<file path="config.mk">
export PLATFORM = sky130hd
export DESIGN_NAME = corridor_obstacle_min_distance_top
export DESIGN_NICKNAME = d
export VERILOG_FILES = /design/src/rtl/comd_pkg.sv /design/src/rtl/comd_ctrl.sv /design/src/rtl/comd_dp.sv /design/src/rtl/corridor_obstacle_min_distance_top.sv
export SDC_FILE = /design/constraint.sdc
export NUM_CORES = 1
export LEC_CHECK = 0
export ABC_AREA = 1
export BUFFER_PORTS_ARGS = -buffer_cell sky130_fd_sc_hd__buf_2
export CORE_ASPECT_RATIO = 0.8
export CORE_UTILIZATION = 40
export DETAILED_ROUTE_END_ITERATION = 12
export MAX_ROUTING_LAYER = met4
export SLEW_MARGIN = 30
export SYNTH_ARGS = -nofsm -noshare
export SYNTH_HDL_FRONTEND = slang
export SYNTH_SLANG_ARGS = --single-unit
</file>
<file path="constraint.sdc">
create_clock -name i_clk -period 11 [get_ports i_clk]
set_clock_uncertainty 0.2 [all_clocks]
set_input_delay 2.2 -clock i_clk [delete_from_list [all_inputs] [get_ports i_clk]]
set_output_delay 2.2 -clock i_clk [all_outputs]
set_load 0.02 [all_outputs]
</file>
<file path="src/rtl/comd_pkg.sv">
// ----------------------------------------------------------------------------
// comd_pkg
// Shared types, constants and the arctangent table for the corridor
// nearest-obstacle block.
// ----------------------------------------------------------------------------
package comd_pkg;

    // default sizing
    localparam int COMD_CORDIC_STEPS = 16;
    localparam int COMD_RANGE_BITS   = 16;

    // field widths
    localparam int RANGE_IN_W  = 16;
    localparam int BEARING_W   = 17;
    localparam int WIDTH_W     = 16;
    localparam int OUT_W       = 21;
    localparam int S_TDATA_W   = 40;
    localparam int M_TDATA_W   = 24;

    // fixed-point constants, angles in q20 radians
    localparam int ZW            = 24;
    localparam int GAIN_W        = 20;
    localparam int ATAN_W        = 20;
    localparam int ATAN_IW       = 5;
    localparam int FRAC_BITS     = 20;
    localparam int BEARING_SHIFT = 6;

    localparam int FLAG_RANGE_MM  = 20;
    localparam int NONE_FOUND_MM  = 1000000;
    localparam int WIDTH_RESET_MM = 400;
    localparam int PI_Q20         = 3294199;
    localparam int HALF_PI_Q20    = 1647099;
    localparam int GAIN_Q20       = 636751;

    // controller to datapath commands
    typedef struct packed {
        logic capture;
        logic load;
        logic rotate;
        logic update;
        logic emit;
    } t_cmd;

    // datapath to controller status
    typedef struct packed {
        logic flag;
        logic last;
        logic iter_done;
    } t_sts;

    // atan(2^-i) in q20, rounded to nearest
    function automatic logic [ATAN_W-1:0] atan_q20(input logic [ATAN_IW-1:0] idx);
        logic [ATAN_W-1:0] v;
        case (idx)
            5'd0:    v = 20'd823550;
            5'd1:    v = 20'd486170;
            5'd2:    v = 20'd256879;
            5'd3:    v = 20'd130396;
            5'd4:    v = 20'd65451;
            5'd5:    v = 20'd32757;
            5'd6:    v = 20'd16383;
            5'd7:    v = 20'd8192;
            5'd8:    v = 20'd4096;
            5'd9:    v = 20'd2048;
            5'd10:   v = 20'd1024;
            5'd11:   v = 20'd512;
            5'd12:   v = 20'd256;
            5'd13:   v = 20'd128;
            5'd14:   v = 20'd64;
            5'd15:   v = 20'd32;
            5'd16:   v = 20'd16;
            5'd17:   v = 20'd8;
            5'd18:   v = 20'd4;
            5'd19:   v = 20'd2;
            5'd20:   v = 20'd1;
            default: v = 20'd0;
        endcase
        return v;
    endfunction

endpackage

</file>
<file path="src/rtl/comd_ctrl.sv">
// ----------------------------------------------------------------------------
// comd_ctrl
// Sequencer for one scan point: capture, load, cordic rotations, minimum
// update and result emission; owns the output valid flag.
// ----------------------------------------------------------------------------
module comd_ctrl (
    input  logic          i_clk,
    input  logic          i_rst_n,
    input  logic          i_in_valid,
    output logic          o_in_ready,
    input  logic          i_out_ready,
    output logic          o_out_valid,
    input  comd_pkg::t_sts i_sts,
    output comd_pkg::t_cmd o_cmd
);
    import comd_pkg::*;

    typedef enum logic [4:0] {
        S_IDLE = 5'b00001,
        S_LOAD = 5'b00010,
        S_ROT  = 5'b00100,
        S_UPD  = 5'b01000,
        S_EMIT = 5'b10000
    } t_state;

    t_state r_state, n_state;
    logic   r_out_valid, n_out_valid;
    logic   out_free;

    assign out_free    = !r_out_valid || i_out_ready;
    assign o_in_ready  = (r_state == S_IDLE);
    assign o_out_valid = r_out_valid;

    // next state and commands
    always_comb begin
        n_state = r_state;
        o_cmd   = '0;
        case (r_state)
            S_IDLE: begin
                if (i_in_valid) begin
                    o_cmd.capture = 1'b1;
                    n_state       = S_LOAD;
                end
            end
            S_LOAD: begin
                if (i_sts.flag) begin
                    n_state = i_sts.last ? S_EMIT : S_IDLE;
                end else begin
                    o_cmd.load = 1'b1;
                    n_state    = S_ROT;
                end
            end
            S_ROT: begin
                o_cmd.rotate = 1'b1;
                if (i_sts.iter_done) begin
                    n_state = S_UPD;
                end
            end
            S_UPD: begin
                o_cmd.update = 1'b1;
                n_state      = i_sts.last ? S_EMIT : S_IDLE;
            end
            S_EMIT: begin
                if (out_free) begin
                    o_cmd.emit = 1'b1;
                    n_state    = S_IDLE;
                end
            end
            default: n_state = S_IDLE;
        endcase
    end

    // output valid holds until the transaction completes
    always_comb begin
        if (o_cmd.emit) begin
            n_out_valid = 1'b1;
        end else if (i_out_ready) begin
            n_out_valid = 1'b0;
        end else begin
            n_out_valid = r_out_valid;
        end
    end

    always_ff @(posedge i_clk) begin
        if (!i_rst_n) begin
            r_state     <= S_IDLE;
            r_out_valid <= 1'b0;
        end else begin
            r_state     <= n_state;
            r_out_valid <= n_out_valid;
        end
    end

endmodule

</file>
<file path="src/rtl/comd_dp.sv">
// ----------------------------------------------------------------------------
// comd_dp
// Datapath: point registers, gain multiplier, iterative cordic rotator,
// corridor test, running minimum and output data register.
// ----------------------------------------------------------------------------
module comd_dp #(
    parameter int CORDIC_STEPS = comd_pkg::COMD_CORDIC_STEPS,
    parameter int RANGE_BITS   = comd_pkg::COMD_RANGE_BITS
) (
    input  logic                           i_clk,
    input  logic                           i_rst_n,
    input  comd_pkg::t_cmd                 i_cmd,
    output comd_pkg::t_sts                 o_sts,
    input  logic [comd_pkg::RANGE_IN_W-1:0] i_range_mm,
    input  logic [comd_pkg::BEARING_W-1:0]  i_bearing,
    input  logic                           i_scan_last,
    input  logic                           i_cfg_we,
    input  logic [comd_pkg::WIDTH_W-1:0]    i_cfg_wdata,
    output logic [comd_pkg::OUT_W-1:0]      o_nearest_forward_mm
);
    import comd_pkg::*;

    // x and y are mm in q20 plus cordic growth and sign
    localparam int W      = RANGE_BITS + 23;
    localparam int CW     = W + 1;
    localparam int IW     = $clog2(CORDIC_STEPS);
    localparam int PROD_W = RANGE_BITS + GAIN_W;

    logic [RANGE_BITS-1:0]       r_range;
    logic signed [BEARING_W-1:0] r_bearing;
    logic                        r_last;
    logic signed [W-1:0]         r_x, r_y;
    logic signed [ZW-1:0]        r_z;
    logic [IW-1:0]               r_iter;
    logic [WIDTH_W-1:0]          r_width;
    logic signed [OUT_W-1:0]     r_min;
    logic [OUT_W-1:0]            r_out;

    // point capture
    always_ff @(posedge i_clk) begin
        if (i_cmd.capture) begin
            r_range   <= RANGE_BITS'(i_range_mm);
            r_bearing <= i_bearing;
            r_last    <= i_scan_last;
        end
    end

    assign o_sts.flag      = (r_range < RANGE_BITS'(FLAG_RANGE_MM));
    assign o_sts.last      = r_last;
    assign o_sts.iter_done = (r_iter == IW'(CORDIC_STEPS - 1));

    // angle reduction into the cordic range
    logic signed [ZW-1:0] z_in, z_red;
    logic                 flip;
    assign z_in = ZW'(r_bearing) <<< BEARING_SHIFT;
    always_comb begin
        if (z_in > ZW'(HALF_PI_Q20)) begin
            z_red = z_in - ZW'(PI_Q20);
            flip  = 1'b1;
        end else if (z_in < -ZW'(HALF_PI_Q20)) begin
            z_red = z_in + ZW'(PI_Q20);
            flip  = 1'b1;
        end else begin
            z_red = z_in;
            flip  = 1'b0;
        end
    end

    // start vector: range times inverse cordic gain
    logic [PROD_W-1:0]   prod;
    logic signed [W-1:0] x_start;
    assign prod    = r_range * GAIN_W'(GAIN_Q20);
    assign x_start = flip ? -signed'(W'(prod)) : signed'(W'(prod));

    // one micro-rotation
    logic signed [W-1:0]  dx, dy;
    logic signed [ZW-1:0] atan_z;
    assign dx     = r_y >>> r_iter;
    assign dy     = r_x >>> r_iter;
    assign atan_z = signed'(ZW'(atan_q20(ATAN_IW'(r_iter))));

    always_ff @(posedge i_clk) begin
        if (i_cmd.load) begin
            r_x <= x_start;
            r_y <= '0;
            r_z <= z_red;
        end else if (i_cmd.rotate) begin
            if (!r_z[ZW-1]) begin
                r_x <= r_x - dx;
                r_y <= r_y + dy;
                r_z <= r_z - atan_z;
            end else begin
                r_x <= r_x + dx;
                r_y <= r_y - dy;
                r_z <= r_z + atan_z;
            end
        end
    end

    // rotation counter
    always_ff @(posedge i_clk) begin
        if (!i_rst_n) begin
            r_iter <= '0;
        end else if (i_cmd.load) begin
            r_iter <= '0;
        end else if (i_cmd.rotate) begin
            r_iter <= r_iter + IW'(1);
        end
    end

    // corridor test: 2|y| < width in q20
    logic [W-1:0]  ay;
    logic [CW-1:0] lhs, rhs;
    logic          in_corr;
    assign ay      = r_y[W-1] ? W'(-r_y) : W'(r_y);
    assign lhs     = {ay, 1'b0};
    assign rhs     = CW'({r_width, FRAC_BITS'(0)});
    assign in_corr = (lhs < rhs);

    // rounded and saturated forward distance
    logic signed [W-1:0]     x_rnd, mm_full, mm_sat;
    logic signed [OUT_W-1:0] cand;
    assign x_rnd   = r_x + (W'(1) <<< (FRAC_BITS - 1));
    assign mm_full = x_rnd >>> FRAC_BITS;
    always_comb begin
        if (mm_full > W'((1 << FRAC_BITS) - 1)) begin
            mm_sat = W'((1 << FRAC_BITS) - 1);
        end else if (mm_full < -W'(1 << FRAC_BITS)) begin
            mm_sat = -W'(1 << FRAC_BITS);
        end else begin
            mm_sat = mm_full;
        end
    end
    assign cand = mm_sat[OUT_W-1:0];

    // running minimum, cleared when a scan is reported
    always_ff @(posedge i_clk) begin
        if (!i_rst_n) begin
            r_min <= OUT_W'(NONE_FOUND_MM);
        end else if (i_cmd.emit) begin
            r_min <= OUT_W'(NONE_FOUND_MM);
        end else if (i_cmd.update && in_corr && (cand < r_min)) begin
            r_min <= cand;
        end
    end

    // output data register
    always_ff @(posedge i_clk) begin
        if (i_cmd.emit) begin
            r_out <= r_min;
        end
    end
    assign o_nearest_forward_mm = r_out;

    // corridor width register
    always_ff @(posedge i_clk) begin
        if (!i_rst_n) begin
            r_width <= WIDTH_W'(WIDTH_RESET_MM);
        end else if (i_cfg_we) begin
            r_width <= i_cfg_wdata;
        end
    end

endmodule

</file>
<file path="src/rtl/corridor_obstacle_min_distance_top.sv">
// ----------------------------------------------------------------------------
// corridor_obstacle_min_distance_top
// Nearest forward obstacle inside a corridor from a stream of laser points.
// ----------------------------------------------------------------------------
// Timing: after acceptance the sequencer runs load, the rotations of the
// shared iterative cordic rotator and the minimum update; a last point then
// goes to emit, which registers the result once the output is free. Flag
// points skip rotation and update. Points are taken one at a time.
// Reset: synchronous active low; clears the sequencer, the output valid, the
// running minimum to 1000000 and the corridor width to 400 mm.
module corridor_obstacle_min_distance_top #(
    parameter int CORDIC_STEPS = comd_pkg::COMD_CORDIC_STEPS,
    parameter int RANGE_BITS   = comd_pkg::COMD_RANGE_BITS
) (
    input  logic                            i_clk,
    input  logic                            i_rst_n,
    // input stream
    input  logic                            s_axis_tvalid,
    output logic                            s_axis_tready,
    // [15:0] range_mm, [32:16] bearing, [39:33] zero
    input  logic [comd_pkg::S_TDATA_W-1:0]  s_axis_tdata,
    input  logic                            s_axis_tlast,
    // result stream
    output logic                            m_axis_tvalid,
    input  logic                            m_axis_tready,
    // [20:0] nearest_forward_mm, [23:21] zero
    output logic [comd_pkg::M_TDATA_W-1:0]  m_axis_tdata,
    // corridor width register
    input  logic                            i_cfg_we,
    input  logic [comd_pkg::WIDTH_W-1:0]    i_cfg_wdata
);
    import comd_pkg::*;

    t_cmd             cmd;
    t_sts             sts;
    logic [OUT_W-1:0] nearest;

    comd_ctrl u_ctrl (
        .i_clk       (i_clk),
        .i_rst_n     (i_rst_n),
        .i_in_valid  (s_axis_tvalid),
        .o_in_ready  (s_axis_tready),
        .i_out_ready (m_axis_tready),
        .o_out_valid (m_axis_tvalid),
        .i_sts       (sts),
        .o_cmd       (cmd)
    );

    comd_dp #(
        .CORDIC_STEPS (CORDIC_STEPS),
        .RANGE_BITS   (RANGE_BITS)
    ) u_dp (
        .i_clk                (i_clk),
        .i_rst_n              (i_rst_n),
        .i_cmd                (cmd),
        .o_sts                (sts),
        .i_range_mm           (s_axis_tdata[RANGE_IN_W-1:0]),
        .i_bearing            (s_axis_tdata[RANGE_IN_W+BEARING_W-1:RANGE_IN_W]),
        .i_scan_last          (s_axis_tlast),
        .i_cfg_we             (i_cfg_we),
        .i_cfg_wdata          (i_cfg_wdata),
        .o_nearest_forward_mm (nearest)
    );

    // pad result to whole bytes
    assign m_axis_tdata = M_TDATA_W'(nearest);

endmodule

</file>
==> results.py <==
metrics = {
    "clock_tree": {
        "cts-root-buf": "clkbuf_16",
        "cts_setup_buffers": 0,
        "cts_buffers": 30,
        "hold_buffers": 0,
        "cts_tree": "yes",
        "htree_levels": 1,
        "clock_path_buffers": 3,
        "cts.clk_slew.worst_paths_ps": 60,
        "clkSinkCount": 222,
        "clock_latency_ps": 620,
        "cts_resized": 0,
    },
    "placed_design": {
        "place_worst_setup_slack_ps": 3800,
        "io_buffers": 77,
        "dpl.hpwl_mm": 78.0,
        "globalplace.congestion": 0.991,
    },
    "route": {
        "wire_per_inst_um": 17.0,
        "wirelength_mm": 95.6,
        "via_per_inst": 5.32,
        "drtPass1Iterations": 5,
        "antenna_left": 0,
        "drt_iter0_drc": 2991,
        "drc_errors": 0,
        "vias": 29900,
    },
    "grt": {
        "grt.overflow.total": 0,
        "gr-usage-all-layers_pct": 25.7,
        "grt_pass1_wl_mm": 152,
        "antenna_found_initial": 1,
        "grt_pass1_vias": 27500,
        "grt_max_degree": 84,
    },
    "yosys": {
        "syn_area_per_cell_um2": 6.59,
        "ys.warnings.count": 0,
        "ys_async_sr_fraction_pct": 0,
        "ys_seq_area_share_pct": 18.6,
        "postSynthCellCount": 4583,
        "syn_area_um2": 30200,
        "synth_ff_type": "edfxtp_1",
        "synth-edff-count": 117,
        "ys_types": 59,
        "synth_seq_cells": 222,
    },
    "timing": {
        "setup_tns_ps": 0,
        "hold_violations": 0,
        "fin_ws_ps": 3670,
        "tightest_slew_ps": 1100,
        "fmax_ghz": 0.136,
        "finalSetupViolations": 0,
        "final_max_slew_viol_count": 0,
        "min_period_ps": 7330,
        "min_period_over_period_pct": 66.6,
        "rsz0062_at_grt": "no",
        "max_slew_margin_pct": 26.0,
    },
    "floorplan": {
        "die_y_um": 248,
        "initial_utilization_pct": 40.7,
        "core.rowCount": 89,
        "die_w_um": 309,
        "coreArea_um2": 74300,
        "ios": 88,
        "die-area_um2": 76700,
    },
    "critical_path": {
        "timing.rr.start": "u_dp.r_range[5]",
        "crit_start": "u_dp.r_range[5]",
        "crit_type": "reg2reg",
        "end_kind": "flop",
        "critPathMaxStageDelay_ps": 650,
        "cp_slowest_cell": "edfxtp_1",
        "required_ps": 11160,
        "cp_data_arrival_time_ps": 7490,
        "critPathMostFrequentCell": "nand2_1",
        "cp_max_fo": 6,
        "start_kind": "flop",
    },
    "final_layout": {
        "diodes": 0,
        "drive_above_1_share_pct": 5.22,
        "final_common_cell": "nand2_1",
        "mostFrequentLayoutCells": "nand2_1, inv_1, nand3_1",
        "fillers": 7971,
        "final_nets": 5072,
        "area_growth_pct": 7.20,
    },
    "run": {
        "maxCapViolations": 0,
    },
    "worst_hold_path": {
        "min_from": "u_dp.r_min[0]",
        "hold_path_class": "reg2reg",
    },
    "outcome": {
        "status": "complete, no violations",
    },
}
## final timing paths
kind / to / slack (ps) / cells past startpoint
hold / removal: u_dp.o_nearest_forward_mm[0] / 230 / 0
setup / recovery: u_dp.r_x[31] / 3670 / 29
hold reg to reg: u_dp.o_nearest_forward_mm[0] / 230 / 0
setup reg to reg: u_dp.r_x[31] / 3670 / 29
## synthesized netlist by cell type (all sizes together), types with 16 or more instances
| library cell | instances | area, um2 |
|---|---|---|
| inv | 724 | 2720 |
| a21oi | 301 | 1520 |
| nand3b | 17 | 128 |
| nor4 | 21 | 138 |
| o21ai | 300 | 1560 |
| ha | 292 | 3650 |
| nand2 | 1124 | 4250 |
| or2 | 16 | 100 |
| nand4 | 61 | 382 |
| nand3 | 442 | 2220 |
| a31oi | 28 | 175 |
| xor2 | 118 | 1030 |
| o21bai | 17 | 128 |
| o221ai | 16 | 140 |
| a21o | 18 | 135 |
| buf | 85 | 528 |
| nor2 | 405 | 1570 |
| edfxtp | 117 | 3510 |
| nor3 | 44 | 240 |
| dfxtp | 105 | 2100 |
| clkbuf | 44 | 165 |
| o211ai | 19 | 143 |
| xnor2 | 60 | 526 |
| fa | 129 | 2580 |
## through the flow
step           area (um2)  hold slack [ps]  std cells  utilization, %
2_1_floorplan       30200              208       4585               -
3_3_place_gp        31400              212       5558            42.2
3_5_place_dp        31400              219       5558            42.2
4_1_cts             32400              234       5614            43.6
5_1_grt             32400              251       5614            43.6
6_report            32400              231       5614            43.6
## area by class of cell
| class | instances | area (um2) | area share (%) |
|---|---|---|---|
| inverters | 730 | 2740 | 8.46 |
| clock inverters | 22 | 199 | 0.614 |
| repair buffers | 101 | 566 | 1.75 |
| clock buffers | 34 | 807 | 2.49 |
| multi-input cells | 3504 | 21200 | 65.5 |
| flip-flops and latches | 222 | 5620 | 17.4 |
| well taps | 1001 | 1250 | 3.87 |
## cells by family (layout without fill, tap and decap cells)
group | Yosys count | in the layout | synth area share (%)
simple gates | 2142 | 2142 | 30.1
flops | 222 | 222 | 18.6
compound gates | 760 | 760 | 14.1
fa+ha+maj | 421 | 421 | 20.6
buf+inv | 859 | 887 | 11.4
other cells | 1 | 3 | 0.0124
xor+xnor | 178 | 178 | 5.16
## routing by layer
layer	track usage (%)	vias to the layer above	part of all wire [%]
li1	-	15000	-
met1	39.8	13800	51
met2	35.4	1048	38
met3	3.91	71	9.1
met4	3.12	0	1.2
met5	-	-	0
## flip-flops by register name, indices dropped and copies added (netlist names), 4 cells and up
register and count:
u_dp.r_iter 4, u_ctrl.r_state 5, u_dp.r_x 39, u_dp.r_range 16
u_dp.r_y 39, u_dp.r_min 20, u_dp.r_width 16, u_dp.r_z 24
u_dp.r_bearing 17, u_dp.o_nearest_forward_mm 20, u_dp.atan_z 20
## critical path, delay by kind of cell (launching register included)
kind                       cells  cell delay [ps]
AOI/OAI and AO/OA              3              600
buffers and inverters          7              490
and+or+nand+nor               12             1630
adders and majority gates      7             3480
DFF                            1              650
Power is left out: the tool's default activity adds up to more than one toggle a clock period on the data nets, which glitch-free logic cannot reach.
